### src/design/bze_pkg.sv
// Shared types, codes and constants of the bitmap zoom expander.
// Used by every module of the block but bze_ram; depends on nothing.
package bze_pkg;

  localparam int unsigned MAX_SRC_WIDTH_DEF  = 512;
  localparam int unsigned MAX_SRC_HEIGHT_DEF = 512;
  localparam int unsigned MAX_OUT_WIDTH_DEF  = 2048;

  localparam int unsigned QDEPTH = 4;
  localparam int unsigned QPW    = $clog2(QDEPTH);
  localparam int unsigned QLW    = $clog2(QDEPTH + 1);

  localparam int unsigned CFG_IW = 3;
  localparam int unsigned CFG_DW = 40;

  localparam logic [1:0] OP_LOAD    = 2'd0;
  localparam logic [1:0] OP_TICK    = 2'd1;
  localparam logic [1:0] OP_RESTART = 2'd2;

  localparam logic [CFG_IW-1:0] REG_ZOOM_STEP  = 3'd0;
  localparam logic [CFG_IW-1:0] REG_X_ORIGIN   = 3'd1;
  localparam logic [CFG_IW-1:0] REG_Y_ORIGIN   = 3'd2;
  localparam logic [CFG_IW-1:0] REG_SRC_WIDTH  = 3'd3;
  localparam logic [CFG_IW-1:0] REG_SRC_HEIGHT = 3'd4;
  localparam logic [CFG_IW-1:0] REG_OUT_WIDTH  = 3'd5;
  localparam logic [CFG_IW-1:0] REG_FG_COLOR   = 3'd6;
  localparam logic [CFG_IW-1:0] REG_OR_MODE    = 3'd7;

  localparam logic [39:0] ONE_FX     = 40'h01_0000_0000;
  localparam logic [7:0]  LEFT_BIT   = 8'h80;

  typedef struct packed {
    logic [39:0] zoom_step;
    logic [16:0] x_origin;
    logic [16:0] y_origin;
    logic [9:0]  src_width;
    logic [9:0]  src_height;
    logic [11:0] out_width;
    logic [31:0] fg_color;
    logic        or_mode;
  } cfg_t;

  localparam cfg_t CFG_RESET = '{
    zoom_step:  ONE_FX,
    x_origin:   17'd0,
    y_origin:   17'd0,
    src_width:  10'd512,
    src_height: 10'd512,
    out_width:  12'd640,
    fg_color:   32'hFFFF_FFFF,
    or_mode:    1'b0
  };

  typedef struct packed {
    logic set;
    logic last;
  } pix_t;

endpackage

### src/design/bze_queue.sv
// Short FIFO of looked-up pixels between front and back end.
// Depends on bze_pkg.
module bze_queue (
  input  logic                    clk_i,
  input  logic                    rst_ni,
  input  logic                    push_i,
  input  bze_pkg::pix_t           push_data_i,
  input  logic                    pop_i,
  output bze_pkg::pix_t           head_o,
  output logic [bze_pkg::QLW-1:0] level_o
);

  bze_pkg::pix_t entries_q [bze_pkg::QDEPTH];
  logic [bze_pkg::QPW-1:0] wr_q;
  logic [bze_pkg::QPW-1:0] rd_q;
  logic [bze_pkg::QLW-1:0] level_q, level_d;

  always_comb begin
    level_d = level_q;
    if (push_i && !pop_i) begin
      level_d = level_q + bze_pkg::QLW'(1);
    end else if (!push_i && pop_i) begin
      level_d = level_q - bze_pkg::QLW'(1);
    end
  end

  always_ff @(posedge clk_i or negedge rst_ni) begin
    if (!rst_ni) begin
      wr_q    <= '0;
      rd_q    <= '0;
      level_q <= '0;
    end else begin
      level_q <= level_d;
      if (push_i) begin
        wr_q <= wr_q + bze_pkg::QPW'(1);
      end
      if (pop_i) begin
        rd_q <= rd_q + bze_pkg::QPW'(1);
      end
    end
  end

  always_ff @(posedge clk_i) begin
    if (push_i) begin
      entries_q[wr_q] <= push_data_i;
    end
  end

  assign head_o  = entries_q[rd_q];
  assign level_o = level_q;

endmodule

### config.mk
export PLATFORM = sky130hd
export DESIGN_NAME = bze_queue
export DESIGN_NICKNAME = d
export VERILOG_FILES = /design/src/design/bze_pkg.sv /design/src/design/bze_queue.sv
export SDC_FILE = /design/constraint.sdc
export NUM_CORES = 1
export LEC_CHECK = 0
export BUFFER_PORTS_ARGS = -buffer_cell sky130_fd_sc_hd__clkbuf_2
export CAP_MARGIN = 20
export CORE_AREA = 2 2 39 41
export DETAILED_ROUTE_END_ITERATION = 12
export DIE_AREA = 0 0 41 43
export PLACE_DENSITY = 0.72
export SETUP_SLACK_MARGIN = 0.02
export SYNTH_ARGS = -nofsm -noshare
export SYNTH_HDL_FRONTEND = slang
export SYNTH_SLANG_ARGS = --single-unit
### constraint.sdc
create_clock -name clk_i -period 1.5 [get_ports clk_i]
set_input_delay 0.225 -clock clk_i [delete_from_list [all_inputs] [get_ports clk_i]]
set_output_delay 0.225 -clock clk_i [all_outputs]
set_load 0.05 [all_outputs]
==> summary.txt <==
Place
  • Post-Place Worst Slack: 0.0378 ns
  • RePlAce Congestion: slightly above 0.7
  • Half-perimeter wire length of the detailed placement result: between 700 and 800 µm
  • Port Buffer Count: 10

STA
  • Max-slew violations: 0
  • Crit path time final: 1.62 ns
  • Relative slew margins: roughly four fifths
  • Final number of setup-violating endpoints: 2
  • Min Hold Slack: ~0.17 ns
  • Setup repair after global routing missed its margin: yes
  • Transition time at the pin with the least slew margin: between 0.2 and 0.3 ns
  • Crit path setup slack, layout: -0.119 ns
  • Tcrit/Tclk final: 108%
  • Final-layout setup total negative slack: -0.234 ns
  • Setup Skew: around 0.011 ns
  • Fmax achieved: about 620 MHz
  • Hold Vio Cnt, Final: 0

Setup path
  • Reg-to-Reg End: level_o[2]
  • Kind of capture point of the worst setup path: primary output
  • Setup slack of the worst register-to-register path: approximately 0.13 ns
  • Critical path type: register to primary output
  • Max FO, Critical Path: 4
  • Timing endpoint of the critical path: head_o[1]
  • Critical register-to-register path startpoint: level_o[0]
  • FF-to-FF path depth: 4
  • Required arrival time at the worst endpoint: ~1.3 ns
  • Critical Path Start Type: register
  • CP Launch Point: rd_q[0]
  • Data arrival, critical path: 1.39 ns

Drt
  • Detailed-router iteration count before antenna repair: 2
  • Number of nets still failing antenna checks after routing: 0
  • DRC: 0
  • Number of DRC markers in iteration 0: 4
  • Final WL: roughly 920 µm
  • Routed via count: about 370
  • Routed len/inst: 12.1 µm
  • Via density: slightly below 5

Yosys
  • Number of warnings reported in the yosys synthesis log: 0
  • Number of flip-flops and latches in the synthesized netlist: 15
  • Net count after synthesis: 54
  • Cell count after synthesis: 42
  • Post-synthesis instance area: between 600 and 700 µm²
  • Synth cell types: 13
  • Post-synthesis area per instance: 16.0 µm²
  • Sequential cell area fraction in the yosys report: 61.9%

Pwr
  • Final Power: 1.69 mW
  • Sw Ratio: around 40%
  • PwrDens: just over 2000 nW/µm²
  • Int Pwr: approximately 1 mW
  • Clock Power Share: between 10% and 20%
  • Static leakage: ~0.36 nW
  • Sequential share of power: between 40% and 50%
  • Net switching power: roughly 0.69 mW
  • Highest ir drop seen on vdd: 0.916 mV
  • Relative contribution of combinational cells to total power: a little under half

Global routing
  • Initial antenna violation count: 0
  • Largest net degree at the start of global routing: 9
  • Wire length of the first global-routing pass: approximately 1600 µm
  • Vias in the first global route: 380
  • Overflow after GRT: 0
  • Total global routing track utilization: 14.4%

Clock network
  • Worst-Skew Late Latency: around 0.28 ns
  • Clk Tree Root Cell: sky130_fd_sc_hd__clkbuf_4
  • CTS tree: done
  • Post-CTS Setup Repair Bufs: 0
  • CTS Sinks: 15
  • CTS H-tree lvls: 1
  • Clock tree buffer depth: 2
  • Clock transition at the register clock pins on the worst setup and hold paths after CTS: about 0.080 ns
  • Clock buffers created by TritonCTS: 3

Floorplan
  • Floorplan core area: between 1000 and 1500 µm²
  • Die outline height: 43 µm
  • Die span in x: just over 40 µm
  • Total die area: approximately 1800 µm²
  • Count of standard-cell rows: 14
  • IO Count: 11
  • Initial standard-cell utilization of the core: about half

Run
  • Maxcap violations: 0

Layout
  • Layout cells sized above 1: between 30% and 40%
  • Layout overhead on the synthesized area: 21.6%
  • Total number of nets in the final design: between 70 and 80
  • Final core utilization: about three fifths
  • Count of fill cells added during filler insertion: approximately 110
  • Antenna cell count: 0

Run status
  • Violated checks: setup timing
  • Result of the run: complete, but fails checks

Min path
  • Class of the worst hold path: primary input to register
-- cells in the mapped netlist (all sizes together) --
| library cell | number | area (µm²) |
|---|---|---|
| nand2 | 2 | 7.51 |
| nor2 | 1 | 3.75 |
| fa | 1 | 20.0 |
| mux4 | 2 | 52.6 |
| inv | 4 | 15.0 |
| and2 | 4 | 25.0 |
| xor2 | 4 | 35.0 |
| o21ai | 1 | 5.00 |
| ha | 5 | 62.6 |
| xnor2 | 2 | 17.5 |
| mux2 | 1 | 11.3 |
| dfrtp | 7 | 175 |
| edfxtp | 8 | 240 |
-- repair_timing --
item,4_1_cts,5_1_grt
gates resized for setup,6,3
endpoints found under the setup margin,2,2
hold endpoints to repair,7,0
hold buffers,1,0
pin swaps,0,0
-- stage by stage --
| step | cells | instance area, µm² |
|---|---|---|
| final | 76 | 816 |
| after global routing | 76 | 816 |
| after detailed placement | 71 | 766 |
| after CTS | 76 | 812 |
| after floorplan | 42 | 673 |
| after global placement | 71 | 766 |
-- metal layers --
layer,track usage [%],wire [µm],vias to the layer above
li1,-,-,178
met1,17.0,366,177
met2,20.9,494,9
met3,4.71,45,2
met4,10.0,14,0
met5,0,0,-
-- power by group through the flow --
stage | clock network (mW) | registers [mW] | logic, mW
floorplan | 0 | 0.834 | 0.397
global placement | 0 | 0.702 | 0.669
detailed placement | 0 | 0.708 | 0.683
CTS | 0.221 | 0.706 | 0.752
global route | 0.232 | 0.728 | 0.839
finish | 0.214 | 0.705 | 0.771
-- sequential cells by signal, summed over array words and instances, names as in the netlist --
| register | flops |
|---|---|
| entries_q | 8 |
| wr_q | 2 |
| rd_q | 2 |
| level_o | 3 |
-- cells in the final DEF (no fill, tap or decap), drive strengths merged, types with 2 or more instances in the layout --
cell and n:
dfrtp 7, clkbuf 12, edfxtp 8, nand2 2, buf 5, ha 5
xor2 4, xnor2 2, mux4 2, and2 4, inv 4
-- cell type report --
type	instances	area [µm²]	share of cell area, %
Timing Repair Buffer	14	103	12.6
Tap cell	16	20.0	2.45
Inverter	4	15.0	1.84
Clock buffer	4	26.3	3.22
Multi-Input combinational cell	23	233	28.5
Sequential cell	15	419	51.4
-- worst max-delay path, stage by stage, from the launching register on --
cell and delay [ns]:
sky130_fd_sc_hd__dfrtp_2 0.42, sky130_fd_sc_hd__mux4_2 0.53, sky130_fd_sc_hd__buf_8 0.17
-- worst min-delay path by stage --
stage                              start         endpoint  slack [ns]  depth (start not counted)
final                     push_data_i[1]  entries_q[3][1]        0.17                          1
after global routing      push_data_i[1]  entries_q[3][1]        0.17                          1
after CTS                 push_data_i[1]  entries_q[3][1]        0.16                          1
after detailed placement          rst_ni          rd_q[1]        0.08                          1
after global placement            rst_ni          rd_q[1]        0.07                          1
after floorplan                   rst_ni       level_o[0]       -0.07                          0
-- logic make-up (layout without fill, tap and decap cells) --
family,count (synthesis),after routing,synth area share [%]
simple gates,7,7,5.41
fa+ha+maj,6,6,12.3
compound gates,1,1,0.746
flops,15,15,61.9
buf+inv,4,22,2.24
xor+xnor,6,6,7.84
mux,3,3,9.51
Note: power is estimated with default switching activity, not from simulation.
