$ cat config.mk
export PLATFORM = sky130hd
export DESIGN_NAME = bze_back
export DESIGN_NICKNAME = d
export VERILOG_FILES = /design/src/design/bze_pkg.sv /design/src/design/bze_back.sv
export SDC_FILE = /design/constraint.sdc
export NUM_CORES = 1
export LEC_CHECK = 0
export BUFFER_PORTS_ARGS = -buffer_cell sky130_fd_sc_hd__buf_4
export CAP_MARGIN = 20
export CORE_MARGIN = 1
export CORE_UTILIZATION = 27
export DETAILED_ROUTE_END_ITERATION = 8
export PLACE_DENSITY = 0.75
export REMOVE_ABC_BUFFERS = 1
export SLEW_MARGIN = 10
export SYNTH_ARGS = -nofsm -noshare
export SYNTH_HDL_FRONTEND = slang
export SYNTH_SLANG_ARGS = --single-unit
$ cat constraint.sdc
create_clock -name clk_i -period 2.85 [get_ports clk_i]
set_clock_uncertainty 0.2 [all_clocks]
set_input_delay 0.285 -clock clk_i [delete_from_list [all_inputs] [get_ports clk_i]]
set_output_delay 0.285 -clock clk_i [all_outputs]
set_load 0.005 [all_outputs]
$ cat src/design/bze_pkg.sv
// Shared types, codes and constants of the bitmap zoom expander.
// Used by every module of the block but bze_ram; depends on nothing.
package bze_pkg;

  localparam int unsigned MAX_SRC_WIDTH_DEF  = 512;
  localparam int unsigned MAX_SRC_HEIGHT_DEF = 512;
  localparam int unsigned MAX_OUT_WIDTH_DEF  = 2048;

  localparam int unsigned QDEPTH = 4;
  localparam int unsigned QPW    = $clog2(QDEPTH);
  localparam int unsigned QLW    = $clog2(QDEPTH + 1);

  localparam int unsigned CFG_IW = 3;
  localparam int unsigned CFG_DW = 40;

  localparam logic [1:0] OP_LOAD    = 2'd0;
  localparam logic [1:0] OP_TICK    = 2'd1;
  localparam logic [1:0] OP_RESTART = 2'd2;

  localparam logic [CFG_IW-1:0] REG_ZOOM_STEP  = 3'd0;
  localparam logic [CFG_IW-1:0] REG_X_ORIGIN   = 3'd1;
  localparam logic [CFG_IW-1:0] REG_Y_ORIGIN   = 3'd2;
  localparam logic [CFG_IW-1:0] REG_SRC_WIDTH  = 3'd3;
  localparam logic [CFG_IW-1:0] REG_SRC_HEIGHT = 3'd4;
  localparam logic [CFG_IW-1:0] REG_OUT_WIDTH  = 3'd5;
  localparam logic [CFG_IW-1:0] REG_FG_COLOR   = 3'd6;
  localparam logic [CFG_IW-1:0] REG_OR_MODE    = 3'd7;

  localparam logic [39:0] ONE_FX     = 40'h01_0000_0000;
  localparam logic [7:0]  LEFT_BIT   = 8'h80;

  typedef struct packed {
    logic [39:0] zoom_step;
    logic [16:0] x_origin;
    logic [16:0] y_origin;
    logic [9:0]  src_width;
    logic [9:0]  src_height;
    logic [11:0] out_width;
    logic [31:0] fg_color;
    logic        or_mode;
  } cfg_t;

  localparam cfg_t CFG_RESET = '{
    zoom_step:  ONE_FX,
    x_origin:   17'd0,
    y_origin:   17'd0,
    src_width:  10'd512,
    src_height: 10'd512,
    out_width:  12'd640,
    fg_color:   32'hFFFF_FFFF,
    or_mode:    1'b0
  };

  typedef struct packed {
    logic set;
    logic last;
  } pix_t;

endpackage

$ cat src/design/bze_back.sv
// Back end: turns queued source bits into colored output words in a
// registered output stage. Depends on bze_pkg.
module bze_back (
  input  logic                    clk_i,
  input  logic                    rst_ni,
  input  bze_pkg::cfg_t           cfg_i,
  input  logic [bze_pkg::QLW-1:0] q_level_i,
  input  bze_pkg::pix_t           q_head_i,
  output logic                    pop_o,
  output logic                    out_valid_o,
  input  logic                    out_stall_i,
  output logic [31:0]             pixel_o,
  output logic                    write_enable_o,
  output logic                    line_end_o
);

  logic        out_valid_q;
  logic [31:0] pixel_q;
  logic        write_enable_q;
  logic        line_end_q;

  assign pop_o = (q_level_i != '0) && (!out_valid_q || !out_stall_i);

  always_ff @(posedge clk_i or negedge rst_ni) begin
    if (!rst_ni) begin
      out_valid_q <= 1'b0;
    end else if (!out_valid_q || !out_stall_i) begin
      out_valid_q <= pop_o;
    end
  end

  always_ff @(posedge clk_i) begin
    if (pop_o) begin
      pixel_q        <= q_head_i.set ? cfg_i.fg_color : 32'd0;
      write_enable_q <= q_head_i.set || !cfg_i.or_mode;
      line_end_q     <= q_head_i.last;
    end
  end

  assign out_valid_o    = out_valid_q;
  assign pixel_o        = pixel_q;
  assign write_enable_o = write_enable_q;
  assign line_end_o     = line_end_q;

endmodule

==> results by stage <==
Status:
- The run finished, with violations left.
- The final reports fail on DRC.

Clock network:
- Counting along the longest clock path gives a buffer depth of 2.
- CTS placed an instance of sky130_fd_sc_hd__clkbuf_8 at the clock tree root.
- TritonCTS created 5 clock buffers.
- For this design, the sink count on the clock tree is 35.
- The number of instances resized during post-cts repair is 0.
- The clock reaches the later pin of the worst-skew pair after 0.28 ns.
- TritonCTS built the clock tree.
- After clock tree synthesis, the clock-pin slew on the worst setup and hold paths is 0.07 ns.
- Buffers added to address setup during post-CTS repair amount to 0.
- The clock tree synthesis step divided the H-tree into 2 levels.

Routing:
- The first routing iteration left 29 violations.
- The highest metal layer carrying signal wires in the routed design is met4.
- The total via count in the routed design is 914.
- The routed design uses 481 um of met3 wire.
- Dividing the detail-routed via count by the number of cells gives 4.311.
- Detailed routing placed a total of 1300 um of wire on met2.
- Dividing the detail-routed wire length by the instance count gives 14.80 um.
- In the final routing, the length of wire on met1 measures 1339 um.
- The final layout contains routed wiring with a total length of 3138 um.
- The final antenna-violating net count is 0.
- The first TritonRoute pass finished after 6 iterations.
- The remaining routing DRC violations is 2.

Setup path:
- The data required time of the worst path is 2.37 ns.
- The critical-path maximum fanout is 11.
- The endpoint kind of the worst setup timing path is an output pin.
- The critical path is of the reg2out type.
- The worst setup path is launched from a flop.
- For the worst setup path, the data arrival time is 1.23 ns.

Finish:
- The filler-free cell count of the finished design is 212.
- The area growth from synthesis to layout is 58.42%.
- 0 antenna diodes ended up in the layout.
- The final net count is 306.
- The proportion of layout cells with a drive suffix above 1 is 53.13%.

Power:
- The overall power of the completed layout is 1.110 mW.
- The worst vdd rail ir drop is 0.2502 mV.
- The power per standard cell area is 545.1 nW/um^2.
- The analysis attributes to cell leakage a power of 0.8743 nW.

Timing:
- The post-layout minimum cycle time is 1.719 ns.
- Summed over all failing endpoints, the final setup total negative slack is 0 ns.
- The worst slew slack as a fraction of its limit is 71.50%.
- The final cycle utilization of the critical path is 60.31%.
- Setup repair after global routing left no endpoint under its margin.
- The number of pins with negative max-slew slack in the final report is 0.
- The pin slew with the least headroom to its limit is 0.4242 ns.
- The final count of hold timing violations is 0.
- The count of endpoints failing setup in the final report is 0.
- The maximum clock rate is 0.5818 GHz.

Die:
- The vertical die dimension is 70.99 um.
- After floorplanning, the core was sized to cover 4474 sq um.
- After floorplanning, the core was divided into 24 placement rows.
- 183 I/O pins were placed.
- The die is 70.99 um wide.
- The initial cell density of the core is 28.72%.
- The die covers 5039 sq um.

Place:
- In this run the tool buffered the top-level ports with 76 buffer cells.
- The final weighted congestion in routability-driven placement is 0.6839.
- The HPWL after detailed placement is 2295 um.
- The cell count after placement is 202.

Global route:
- In the global route stage, overall resource usage came out at 13.57%.
- The residual overflow from global routing is 0.
- The number of global-route vias before repair came to 956.
- The first global-routing pass estimated 4926 um of wire.
- The number of antenna violations at the first check in global routing is 0.
- The largest net degree at the start of global routing is 34.

Min path:
- In this run the worst hold path is classified as in2reg.

Run:
- The number of maximum-capacitance violations is 0.

Yosys:
- The count of yosys warnings during synthesis is 0.
- The count of mapped cells out of synthesis is 75.
- The count of cell types in the netlist is 8.
- The total standard cell area after synthesis is 1285 sq um.
- The synthesized design contains 35 register bits.
- After synthesis, flip-flops and latches occupy 81.40% of the total area.
- A synthesized cell averages 17.13 sq um.
cell usage after synthesis:
| cell type | instances | share of area, % |
|---|---|---|
| sky130_fd_sc_hd__edfxtp_1 | 34 | 79 |
| sky130_fd_sc_hd__and2_1 | 32 | 16 |
| sky130_fd_sc_hd__clkbuf_2 | 3 | 1.2 |
| sky130_fd_sc_hd__nand2_1 | 2 | 0.58 |
| sky130_fd_sc_hd__a21oi_1 | 1 | 0.39 |
| sky130_fd_sc_hd__dfrtp_1 | 1 | 1.9 |
| sky130_fd_sc_hd__nand2b_1 | 1 | 0.49 |
| sky130_fd_sc_hd__nor3_1 | 1 | 0.39 |
logic make-up (layout without fill, tap and decap cells):
kind of cell / Yosys count / in the layout / share of synthesized area, %
compound gates: 1 / 1 / 0.3891
buf+inv: 3 / 88 / 1.168
simple gates: 36 / 36 / 17.04
flops: 35 / 35 / 81.40
report_power, final:
| group | switching [mW] | internal (mW) |
|---|---|---|
| clock | 0.184 | 0.166 |
| sequential | 0.0106 | 0.606 |
| combinational | 0.0521 | 0.0903 |
| total | 0.247 | 0.863 |
registers in the layout (all words and copies together), names as in the netlist:
| name | flops |
|---|---|
| out_valid_o | 1 |
| pixel_o | 32 |
| write_enable_o | 1 |
| line_end_o | 1 |
area by class of cell:
cell class | count | area (sq um)
Clock inverter | 3 | 15.01
Clock buffer | 5 | 68.82
Fill cell | 406 | 2439
Multi-Input combinational cell | 37 | 235.2
Sequential cell | 35 | 1046
Timing Repair Buffer | 80 | 605.6
Tap cell | 52 | 65.06
what timing repair did:
| action | CTS | global route |
|---|---|---|
| hold endpoints to repair | 2 | 0 |
| hold buffers | 2 | 0 |
| endpoints found under the setup margin | 0 | 0 |
through the flow:
| step | util, % | setup WS, ns | instance area, sq um | hold WS [ns] |
|---|---|---|---|---|
| floorplan | - | 0.03422 | 1270 | -0.2106 |
| global placement | 43.18 | 1.242 | 1932 | -0.1395 |
| global route | 45.50 | 1.055 | 2036 | 0.02780 |
| finish | 45.50 | 1.131 | 2036 | 0.04054 |
| CTS | 45.50 | 1.113 | 2036 | 0.03319 |
| detailed placement | 43.18 | 1.219 | 1932 | -0.1353 |
worst paths after layout:
check,start,to,slack [ns],depth (start not counted)
min in group asynchronous,rst_ni,out_valid_o$_DFFE_PN0P_,0.12,2
worst max register to register,out_valid_o$_DFFE_PN0P_,pixel_o[17]$_SDFFCE_PN0P_,1.28,2
max in group asynchronous,rst_ni,out_valid_o$_DFFE_PN0P_,2.25,2
worst min-delay path,out_stall_i,out_valid_o$_DFFE_PN0P_,0.04,3
worst max-delay path,out_valid_o$_DFFE_PN0P_,pop_o,1.13,2
worst min register to register,out_valid_o$_DFFE_PN0P_,out_valid_o$_DFFE_PN0P_,0.39,2
routing by layer:
metal | up-vias | track usage, %
li1 | 426 | -
met1 | 429 | 17.53
met2 | 57 | 18.16
met3 | 2 | 9.402
met4 | 0 | 4.000
met5 | - | 0
critical path: stages (launching register included):
cell	delay, ns
sky130_fd_sc_hd__dfrtp_1	0.43
sky130_fd_sc_hd__a21oi_4	0.34
sky130_fd_sc_hd__buf_4	0.18
cell usage in the layout (no fill, tap or decap):
master	n
sky130_fd_sc_hd__clkbuf_8	5
sky130_fd_sc_hd__clkinv_1	2
sky130_fd_sc_hd__and2_1	32
sky130_fd_sc_hd__clkinvlp_4	1
sky130_fd_sc_hd__buf_4	78
sky130_fd_sc_hd__nand2_1	2
sky130_fd_sc_hd__a21oi_4	1
sky130_fd_sc_hd__nor3_1	1
sky130_fd_sc_hd__dfrtp_1	1
sky130_fd_sc_hd__dlygate4sd3_1	2
sky130_fd_sc_hd__edfxtp_1	34
sky130_fd_sc_hd__nand2b_1	1
Power figures use the tool's default switching activity.
